===== config.mk =====
export PLATFORM = sky130hd
export DESIGN_NAME = sgd_grad
export DESIGN_NICKNAME = d
export VERILOG_FILES = /design/src/hw/rtl/sgd_pkg.sv /design/src/hw/rtl/sgd_grad.sv
export SDC_FILE = /design/constraint.sdc
export NUM_CORES = 1
export LEC_CHECK = 0
export CORE_AREA = 2 2 60 62
export DETAILED_ROUTE_END_ITERATION = 8
export DIE_AREA = 0 0 62 64
export DONT_BUFFER_PORTS = 1
export GPL_TIMING_DRIVEN = 0
export PLACE_DENSITY = 0.58
export SYNTH_ARGS = -nofsm -noshare
export SYNTH_HDL_FRONTEND = slang
export SYNTH_SLANG_ARGS = --single-unit

===== constraint.sdc =====
create_clock -name vclk -period 3.24
set_input_delay 0.486 -clock vclk [all_inputs]
set_output_delay 0.486 -clock vclk [all_outputs]
set_load 0.01 [all_outputs]

===== src/hw/rtl/sgd_pkg.sv =====
// ----------------------------------------------------------------------------
// sgd_pkg
// Shared widths, codes and beat types of the Sobel gradient/direction stream.
// ----------------------------------------------------------------------------
package sgd_pkg;

    localparam int PIX_W    = 8;
    localparam int MAX_LINE = 256;
    localparam int LINE_AW  = $clog2(MAX_LINE);
    localparam int POS_W    = 8;
    localparam int CFG_W    = 9;
    localparam int CFG_IW   = 1;
    localparam int GRAD_W   = 11;
    localparam int ABS_W    = GRAD_W - 1;

    localparam logic [CFG_W-1:0] DIM_MIN    = CFG_W'(4);
    localparam logic [CFG_W-1:0] WIDTH_MAX  = CFG_W'(MAX_LINE);
    localparam logic [CFG_W-1:0] HEIGHT_MAX = CFG_W'(256);

    localparam logic [CFG_IW-1:0] REG_IMAGE_WIDTH  = 1'b0;
    localparam logic [CFG_IW-1:0] REG_IMAGE_HEIGHT = 1'b1;

    localparam logic [1:0] DIR_VERT  = 2'd0;
    localparam logic [1:0] DIR_HORIZ = 2'd1;
    localparam logic [1:0] DIR_OPP   = 2'd2;
    localparam logic [1:0] DIR_SAME  = 2'd3;

    typedef struct packed {
        logic [PIX_W-1:0] pixel;
        logic             frame_start;
    } pix_beat_t;

    typedef struct packed {
        logic [PIX_W-1:0] magnitude;
        logic [1:0]       direction;
        logic [POS_W-1:0] centre_row;
        logic [POS_W-1:0] centre_col;
    } res_beat_t;

    // line buffer write request: {row r-2 byte, row r-1 byte} per column
    typedef struct packed {
        logic               en;
        logic [LINE_AW-1:0] addr;
        logic [2*PIX_W-1:0] data;
    } lb_wr_t;

endpackage


===== src/hw/rtl/sgd_grad.sv =====
// ----------------------------------------------------------------------------
// sgd_grad
// L1 magnitude with saturation and four-way direction code from gx, gy.
// ----------------------------------------------------------------------------
module sgd_grad
(
    input  logic signed [sgd_pkg::GRAD_W-1:0] gx,
    input  logic signed [sgd_pkg::GRAD_W-1:0] gy,
    input  logic                              inner,
    output logic [sgd_pkg::PIX_W-1:0]         magnitude,
    output logic [1:0]                        direction
);

    logic signed [sgd_pkg::GRAD_W-1:0] neg_x;
    logic signed [sgd_pkg::GRAD_W-1:0] neg_y;
    logic [sgd_pkg::ABS_W-1:0]         ax;
    logic [sgd_pkg::ABS_W-1:0]         ay;
    logic [sgd_pkg::GRAD_W-1:0]        sum;
    logic                              x_pos;
    logic                              x_neg;
    logic                              y_pos;
    logic                              y_neg;

    always_comb
    begin
        neg_x = -gx;
        neg_y = -gy;
        ax    = gx[sgd_pkg::GRAD_W-1] ? neg_x[sgd_pkg::ABS_W-1:0] : gx[sgd_pkg::ABS_W-1:0];
        ay    = gy[sgd_pkg::GRAD_W-1] ? neg_y[sgd_pkg::ABS_W-1:0] : gy[sgd_pkg::ABS_W-1:0];
        sum   = {1'b0, ax} + {1'b0, ay};
        x_neg = gx[sgd_pkg::GRAD_W-1];
        y_neg = gy[sgd_pkg::GRAD_W-1];
        x_pos = !x_neg && (gx != '0);
        y_pos = !y_neg && (gy != '0);

        magnitude = '0;
        direction = sgd_pkg::DIR_VERT;
        if (inner)
        begin
            magnitude = (sum > sgd_pkg::GRAD_W'(255)) ? {sgd_pkg::PIX_W{1'b1}}
                                                      : sum[sgd_pkg::PIX_W-1:0];
            if ({ax, 1'b0} < {1'b0, ay})
            begin
                direction = sgd_pkg::DIR_VERT;
            end
            else if ({1'b0, ax} > {ay, 1'b0})
            begin
                direction = sgd_pkg::DIR_HORIZ;
            end
            else if ((x_pos && y_neg) || (x_neg && y_pos))
            begin
                direction = sgd_pkg::DIR_OPP;
            end
            else
            begin
                direction = sgd_pkg::DIR_SAME;
            end
        end
    end

endmodule


==> flow_metrics.tcl <==
set metrics [dict create \
    hold_start "gy[0]" \
    drtIter0Drc 51 \
    rows 21 \
    syn_to_final_growth_pct 23.8 \
    overflow 0 \
    antenna_found_initial 0 \
    hold_buffers 0 \
    vias 1442 \
    final_common_cell "inv_1" \
    wl_per_cell_um 15.5 \
    synth_fp_nets 243 \
    fmax_mhz 280 \
    drive_gt1_share_pct 25.0 \
    wl_mm 3.94 \
    grt_pass1_vias 1390 \
    die_y_um 64 \
    fin_util_pct 53.3 \
    crit_path_end_kind "primary output" \
    min_to "magnitude[0]" \
    vdd_drop_max_v 0.000133 \
    final_nets 258 \
    cap_violations 0 \
    slew_viol_final 0 \
    grt_use_met3_pct 0.810 \
    worst_ep_arrival_time_ns 3.09 \
    grt_use_met1_pct 26.2 \
    fillers 329 \
    rsz0062_at_grt "true" \
    setup_viol_count_final 10 \
    worstPathMaxFanout 5 \
    holdWs_ns 1.25 \
    io_buffer_count 0 \
    grt.met2_usage_pct 34.2 \
    criticalPathCategory "primary input to primary output" \
    maxSlewHeadroom_pct 46.3 \
    p_leak_nw 0.768 \
    die_w_um 62 \
    fin_setup_tns_ns -3.09 \
    routed_via_density 5.68 \
    drc 0 \
    cp.required_ns 2.75 \
    tightest_slew_ns 0.802 \
    start_util_pct 43.0 \
    outcome "complete, but fails checks" \
    multi_input_area_sq_um 1480 \
    syn_inst 195 \
    antenna_cells 0 \
    seq_cells 0 \
    gr-usage-all-layers_pct 19.8 \
    grt_max_degree 11 \
    yosysSeqAreaShare_pct 0 \
    setup_ws_ns -0.334 \
    ys_types 49 \
    hold_depth 3 \
    final_cell_mix "inv_1, ha_1, nand2_1" \
    hp-class "primary input to primary output" \
    yosysWarnings 0 \
    synth_area_sq_um 1410 \
    grt_pass1_wl_mm 6.16 \
    core_area_sq_um 3280 \
    synth_area_per_cell_sq_um 7.25 \
    dr.pass1.iters 4 \
    io_pins 33 \
    min_period_over_period_pct 110 \
    gp_congestion 0.930 \
    failed_checks "negative setup slack" \
    antenna_left 0 \
    hpwl_mm 3.16 \
    period_minus_slack_ns 3.57 \
    dieArea_sq_um 3970 \
    ff_latch_area_sq_um 0 \
    busiest_layer "met2" \
    cp-start-kind "primary input" \
    power.density_nw_per_um2 251 \
    hold_viol 0 \
    clock_buffer_count 0 \
]
## layout make-up
| class | instances | share of cell area (%) |
|---|---|---|
| buffer | 5 | 1.72 |
| inverter | 23 | 4.93 |
| multi-input combinational | 167 | 84.5 |
| tap | 46 | 3.29 |
| timing repair buffer | 13 | 5.58 |
## through the flow
step                power (mW)  cell area, sq um  cells  setup WS (ns)
floorplan                0.302              1450    195         -0.151
global placement         0.352              1500    241         -0.357
detailed placement       0.363              1500    241         -0.436
CTS                      0.409              1650    252         -0.331
global route             0.488              1750    254         -0.444
finish                   0.439              1750    254         -0.334
## worst max-delay path by stage
stage,slack [ns],to,cells after the start,startpoint
final,-0.33,direction[0],11,gy[2]
after global routing,-0.44,magnitude[2],11,gy[2]
after CTS,-0.33,magnitude[2],11,gy[2]
after detailed placement,-0.44,magnitude[2],12,gx[0]
after global placement,-0.36,magnitude[0],12,gx[0]
after floorplan,-0.15,magnitude[0],11,gy[2]
## power breakdown
group | switching [mW] | internal (mW)
registers | 0 | 0
logic | 0.238 | 0.200
clock network | 0 | 0
total | 0.238 | 0.200
## synthesized netlist by cell type (all sizes together), types with 2 or more instances
| cell type | number | share of area (%) |
|---|---|---|
| nand2 | 20 | 5.5 |
| o21ai | 18 | 6.6 |
| a21boi | 2 | 1.1 |
| xnor2 | 18 | 11 |
| nor4 | 3 | 1.3 |
| nand3 | 4 | 1.4 |
| nor2 | 11 | 2.9 |
| nand2b | 2 | 0.88 |
| xor2 | 6 | 3.7 |
| or3b | 2 | 1.4 |
| inv | 23 | 6.1 |
| nand4 | 2 | 0.88 |
| and3 | 2 | 0.88 |
| o211ai | 2 | 1.1 |
| a21o | 3 | 1.6 |
| or4 | 2 | 1.3 |
| o311ai | 2 | 1.2 |
| buf | 2 | 1.2 |
| nor2b | 5 | 2.2 |
| nor3 | 3 | 1.1 |
| clkbuf | 3 | 0.80 |
| o2111ai | 2 | 1.2 |
| o41ai | 5 | 3.1 |
| o21a | 4 | 2.1 |
| ha | 24 | 21 |
| a21oi | 5 | 1.8 |
| o31ai | 3 | 1.9 |
| a31oi | 2 | 0.88 |
## critical path: stages
cell       delay, ns
or4_4           0.56
o41ai_4         0.35
xnor2_2         0.18
inv_2           0.08
ha_4            0.22
a21o_1          0.21
a211o_1         0.24
o22a_1          0.21
o2111ai_2       0.23
nand2_1         0.07
o21a_1          0.23
## cells by family (layout without fill, tap and decap cells)
family                   Yosys count  in the layout  share of synthesized area, %
AND/OR/NAND/NOR                   62             62                          23.7
AO/OA/AOI/OAI                     54             54                          28.4
buffers and inverters             28             41                          8.05
XOR/XNOR                          25             25                          16.5
adder cells (fa/ha/maj)           26             26                          23.4
## metal layers
metal  wire [um]  up-vias
met5           0        -
met4          70        0
met3          97        6
met2        2030       28
met1        1740      675
li1            -      733
## what timing repair did
item                       4_1_cts  5_1_grt
setup endpoints to repair       10       10
buffers inserted                11        2
pin swaps                       10       10
resized for setup               14       15
No activity file was read; power rests on OpenSTA's default activity.
