<file path="src/hw/rtl/sgd_pkg.sv">
// ----------------------------------------------------------------------------
// sgd_pkg
// Shared widths, codes and beat types of the Sobel gradient/direction stream.
// ----------------------------------------------------------------------------
package sgd_pkg;

    localparam int PIX_W    = 8;
    localparam int MAX_LINE = 256;
    localparam int LINE_AW  = $clog2(MAX_LINE);
    localparam int POS_W    = 8;
    localparam int CFG_W    = 9;
    localparam int CFG_IW   = 1;
    localparam int GRAD_W   = 11;
    localparam int ABS_W    = GRAD_W - 1;

    localparam logic [CFG_W-1:0] DIM_MIN    = CFG_W'(4);
    localparam logic [CFG_W-1:0] WIDTH_MAX  = CFG_W'(MAX_LINE);
    localparam logic [CFG_W-1:0] HEIGHT_MAX = CFG_W'(256);

    localparam logic [CFG_IW-1:0] REG_IMAGE_WIDTH  = 1'b0;
    localparam logic [CFG_IW-1:0] REG_IMAGE_HEIGHT = 1'b1;

    localparam logic [1:0] DIR_VERT  = 2'd0;
    localparam logic [1:0] DIR_HORIZ = 2'd1;
    localparam logic [1:0] DIR_OPP   = 2'd2;
    localparam logic [1:0] DIR_SAME  = 2'd3;

    typedef struct packed {
        logic [PIX_W-1:0] pixel;
        logic             frame_start;
    } pix_beat_t;

    typedef struct packed {
        logic [PIX_W-1:0] magnitude;
        logic [1:0]       direction;
        logic [POS_W-1:0] centre_row;
        logic [POS_W-1:0] centre_col;
    } res_beat_t;

    // line buffer write request: {row r-2 byte, row r-1 byte} per column
    typedef struct packed {
        logic               en;
        logic [LINE_AW-1:0] addr;
        logic [2*PIX_W-1:0] data;
    } lb_wr_t;

endpackage

</file>
<file path="src/hw/rtl/sgd_linebuf.sv">
// ----------------------------------------------------------------------------
// sgd_linebuf
// Two-line pixel store, one 16-bit word per column, with read bypass and a
// zeroing sweep after reset.
// ----------------------------------------------------------------------------
module sgd_linebuf
(
    input  logic                            clk,
    input  logic                            rst_n,
    input  logic                            rd_en,
    input  logic [sgd_pkg::LINE_AW-1:0]     rd_addr,
    input  sgd_pkg::lb_wr_t                 wr,
    output logic [2*sgd_pkg::PIX_W-1:0]     rd_data,
    output logic                            busy
);

    logic [2*sgd_pkg::PIX_W-1:0] mem [sgd_pkg::MAX_LINE];
    logic [2*sgd_pkg::PIX_W-1:0] q_reg;
    logic                        clr_reg;
    logic                        clr_next;
    logic [sgd_pkg::LINE_AW-1:0] clr_addr_reg;
    logic [sgd_pkg::LINE_AW-1:0] clr_addr_next;
    logic                        we;
    logic [sgd_pkg::LINE_AW-1:0] waddr;
    logic [2*sgd_pkg::PIX_W-1:0] wdata;

    always_comb
    begin
        clr_addr_next = clr_addr_reg + 1'b1;
        clr_next      = clr_reg && (clr_addr_reg != {sgd_pkg::LINE_AW{1'b1}});
        we    = clr_reg || wr.en;
        waddr = clr_reg ? clr_addr_reg : wr.addr;
        wdata = clr_reg ? '0 : wr.data;
    end

    always_ff @(posedge clk or negedge rst_n)
    begin
        if (!rst_n)
        begin
            clr_reg      <= 1'b1;
            clr_addr_reg <= '0;
        end
        else if (clr_reg)
        begin
            clr_reg      <= clr_next;
            clr_addr_reg <= clr_addr_next;
        end
    end

    always_ff @(posedge clk)
    begin
        if (we)
        begin
            mem[waddr] <= wdata;
        end
    end

    // write-to-read forwarding for same-column back-to-back beats
    always_ff @(posedge clk)
    begin
        if (rd_en)
        begin
            if (we && (waddr == rd_addr))
            begin
                q_reg <= wdata;
            end
            else
            begin
                q_reg <= mem[rd_addr];
            end
        end
    end

    assign rd_data = q_reg;
    assign busy    = clr_reg;

endmodule

</file>
<file path="config.mk">
export PLATFORM = sky130hd
export DESIGN_NAME = sgd_linebuf
export DESIGN_NICKNAME = d
export VERILOG_FILES = /design/src/hw/rtl/sgd_pkg.sv /design/src/hw/rtl/sgd_linebuf.sv
export SDC_FILE = /design/constraint.sdc
export NUM_CORES = 2
export LEC_CHECK = 0
export BUFFER_PORTS_ARGS = -buffer_cell sky130_fd_sc_hd__buf_2
export CORE_MARGIN = 3
export CORE_UTILIZATION = 55
export DETAILED_ROUTE_END_ITERATION = 6
export PLACE_DENSITY_LB_ADDON = 0.12
export SYNTH_ARGS = -nofsm -noshare
export SYNTH_HDL_FRONTEND = slang
export SYNTH_SLANG_ARGS = --single-unit
</file>
<file path="constraint.sdc">
create_clock -name clk -period 8.75 [get_ports clk]
set_input_delay 0.875 -clock clk [delete_from_list [all_inputs] [get_ports clk]]
set_output_delay 0.875 -clock clk [all_outputs]
set_load 0.005 [all_outputs]
</file>
==> impl_metrics.env <==
export IMPL_status="finished clean"
export IMPL_p_clk_frac=0.427
export IMPL_hpwl_um=261000
export IMPL_wirelength_um=433700
export IMPL_post_place_ws_ns=3.187
export IMPL_worstMarginPinSlew_ns=1.485
export IMPL_largest_reg_flops=4096
export IMPL_internal_power_mw=32.50
export IMPL_switching_share=0.2153
export IMPL_reg2reg_to="mem[61][11]$_DFFE_PP_"
export IMPL_met2_usage=0.4405
export IMPL_cts_tree="built"
export IMPL_die_h_um=542.5
export IMPL_dr_first_iter_drc_count=11890
export IMPL_r2r_slack_ns=3.87
export IMPL_p_total_mw=41.42
export IMPL_grt_pass1_vias=78410
export IMPL_viasPerCell=6.737
export IMPL_finalHoldViolations=0
export IMPL_syn_nets=7421
export IMPL_fmax_mhz=204.9
export IMPL_end_kind="flop"
export IMPL_drc_errors=0
export IMPL_synth_area_mm2=0.1583
export IMPL_clock_latency_ns=0.96
export IMPL_power_leakage_nw=56.45
export IMPL_grt_max_degree=202
export IMPL_gr_usage_met1=0.4429
export IMPL_cts_sinks=4121
export IMPL_r2r_cells=7
export IMPL_drive_gt1_frac=0.2478
export IMPL_io_pins=53
export IMPL_period_needed_ns=4.881
export IMPL_max_slew_margin=0.008010
export IMPL_hold_path_class="in -> reg"
export IMPL_antenna_found_initial=30
export IMPL_coreArea_mm2=0.2857
export IMPL_post_cts_resized=0
export IMPL_start_util=0.5541
export IMPL_ys_seq_area_frac=0.7814
export IMPL_syn_inst=7384
export IMPL_skew_ns=0.05474
export IMPL_ys_warn_count=0
export IMPL_comb_power_share=0.047
export IMPL_final_cell_mix="4112 x edfxtp_1, 858 x mux4_2, 418 x clkbuf_16, 384 x buf_4, 339 x mux2i_1"
export IMPL_cts_root_buf="clkbuf_16"
export IMPL_synth_distinct_cells=62
export IMPL_r2r_start="busy$_DFF_PN1_"
export IMPL_worst_ep_arrival_time_ns=5.53
export IMPL_n_fill_cell=19320
export IMPL_overflow=0
export IMPL_critPathRequiredTime_ns=9.40
export IMPL_crit_path_start_kind="flop"
export IMPL_dpl_instance_area_mm2=0.1649
export IMPL_row_count=196
export IMPL_final_nets=7850
export IMPL_whs_path_depth=2
export IMPL_io_buffers=52
export IMPL_max_cap_viol_count=0
export IMPL_hold_end="mem[154][13]$_DFFE_PP_"
export IMPL_postCtsSetupRepairBufs=0
export IMPL_async_flop_share=0.002184
export IMPL_fp_dieArea_mm2=0.2943
export IMPL_ant_nets=0
export IMPL_fin_ws_ns=3.869
export IMPL_gp_congestion=0.8997
export IMPL_ys_ff_latch=4121
export IMPL_top_usage_layer="met1"
export IMPL_design_area_mm2=0.1785
export IMPL_grt_pass1_wl_um=613500
export IMPL_min_period_over_period=0.5579
export IMPL_synth_flop_cell="edfxtp_1"
export IMPL_path_class="reg -> reg"
export IMPL_dr_pass1_iters=7
export IMPL_peakVddDrop_mv=0.1840
export IMPL_finalSetupViolations=0
export IMPL_final_common_cell="edfxtp_1"
export IMPL_power_switching_mw=8.916
export IMPL_power_frac_seq=0.526
export IMPL_dr_total_vias=80430
export IMPL_synthToLayoutAreaGrowth_pct=12.75
export IMPL_cts_clk_slew_worst_paths_ns=0.07
export IMPL_die_w_um=542.5
export IMPL_use_met3=0.05653
export IMPL_syn_area_per_cell_um2=21.44
export IMPL_synth_edf_count=4112
export IMPL_hold_start="wr[13]"
export IMPL_htreeDepth=5
export IMPL_p_per_area_mw_per_mm2=232.0
export IMPL_ctsHoldBuffers=1
export IMPL_rsz0062_at_grt="no"
export IMPL_cts_path_max_buffers=4
export IMPL_drt_wirelength_per_cell_um=36.33
export IMPL_grt_usage=0.2961
export IMPL_cp_max_fo=39
export IMPL_slew_viol_final=0
export IMPL_cts_buffers=416
[stage by stage]
step / hold slack (ns) / utilization / instances / TNS [ns]
floorplan: 0.4602 / - / 7384 / -617.73
global placement: 0.5018 / 0.5770 / 11160 / 0
detailed placement: 0.5031 / 0.5771 / 11160 / 0
CTS: 0.3291 / 0.6247 / 11930 / 0
global route: 0.3658 / 0.6247 / 11930 / 0
finish: 0.3859 / 0.6248 / 11940 / 0
[how the worst max path moves through the flow]
| stage | slack (ns) | cells past startpoint | to | from |
|---|---|---|---|---|
| after detailed placement | 3.19 | 8 | rd_data[15]$_DFFE_PP_ | rd_addr[0] |
| final | 3.87 | 7 | mem[61][11]$_DFFE_PP_ | busy$_DFF_PN1_ |
| after floorplan | -0.19 | 5 | mem[0][14]$_DFFE_PP_ | busy$_DFF_PN1_ |
| after CTS | 3.96 | 7 | mem[61][3]$_DFFE_PP_ | busy$_DFF_PN1_ |
| after global placement | 3.19 | 9 | rd_data[3]$_DFFE_PP_ | rd_addr[0] |
| after global routing | 3.78 | 7 | mem[63][3]$_DFFE_PP_ | busy$_DFF_PN1_ |
[metal layers]
metal  share of wire  wire (µm)  vias to the layer above
met3            0.10      44990                      763
met5        0.000083         36                        -
met2            0.46     199300                     4690
met4           0.044      18890                        6
li1                -          -                    32040
met1            0.39     170400                    42930
[area by class of cell]
type	instances	area, µm²	area share
clock inverter	266	2793	0.01565
clock buffer	506	10800	0.06051
antenna	9	22.52	0.0001262
inverter	13	48.80	0.0002734
sequential	4121	123700	0.6930
timing repair buffer	457	3607	0.02021
tap	3762	4707	0.02637
multi-input combinational	2804	32810	0.1838
[cells in the mapped netlist (12+ instances only)]
| cell type | number | area, µm² |
|---|---|---|
| xnor2_1 | 12 | 105.1 |
| a21oi_1 | 235 | 1176 |
| a2111oi_0 | 16 | 140.1 |
| clkbuf_1 | 198 | 743.2 |
| a211oi_1 | 47 | 352.8 |
| a22oi_1 | 170 | 1276 |
| a41o_1 | 14 | 140.1 |
| nor2b_1 | 76 | 475.5 |
| and3_1 | 17 | 106.4 |
| buf_4 | 38 | 285.3 |
| nand2_1 | 190 | 713.2 |
| mux2_2 | 45 | 506.7 |
| buf_2 | 141 | 705.7 |
| a221oi_1 | 26 | 227.7 |
| mux4_2 | 858 | 19320 |
| nor3_1 | 17 | 85.08 |
| mux2i_1 | 339 | 3393 |
| nand2b_1 | 12 | 75.07 |
| inv_1 | 13 | 48.80 |
| nand3_1 | 67 | 335.3 |
| nor2_1 | 306 | 1149 |
| o32a_1 | 14 | 140.1 |
| a22o_1 | 44 | 385.4 |
| edfxtp_1 | 4112 | 123500 |
| buf_1 | 54 | 202.7 |
| buf_6 | 15 | 168.9 |
| o22ai_1 | 60 | 375.4 |
| a31oi_1 | 25 | 156.4 |
| o221ai_1 | 106 | 928.4 |
[kinds of logic after synthesis]
kind of cell,count (synthesis),share of synthesized area
AND/OR/NAND/NOR,720,0.02005
AO/OA/AOI/OAI,826,0.03729
XOR/XNOR,15,0.0008299
adder cells (fa/ha/maj),1,0.00007903
flip-flops,4121,0.7814
multiplexers,1242,0.1467
buffers and inverters,459,0.01361
[critical path, cell delays in order, from the launching register on]
cell and delay [ns]:
dfstp_2 0.70, buf_4 0.63, nand2_1 0.28, o22ai_1 0.64, nand3_2 0.71, buf_4 0.40, nor2_1 0.83, buf_4 0.36
[power by group through the flow]
stage          logic (mW)  registers (mW)  clock network (mW)
2_1_floorplan        1.13            22.3                   0
3_3_place_gp         1.93            22.2                   0
3_5_place_dp         1.96            22.2                   0
4_1_cts              1.96            21.8                17.9
5_1_grt              2.05            21.8                18.7
6_report             1.96            21.8                17.7
Note: power is estimated with default switching activity, not from simulation.
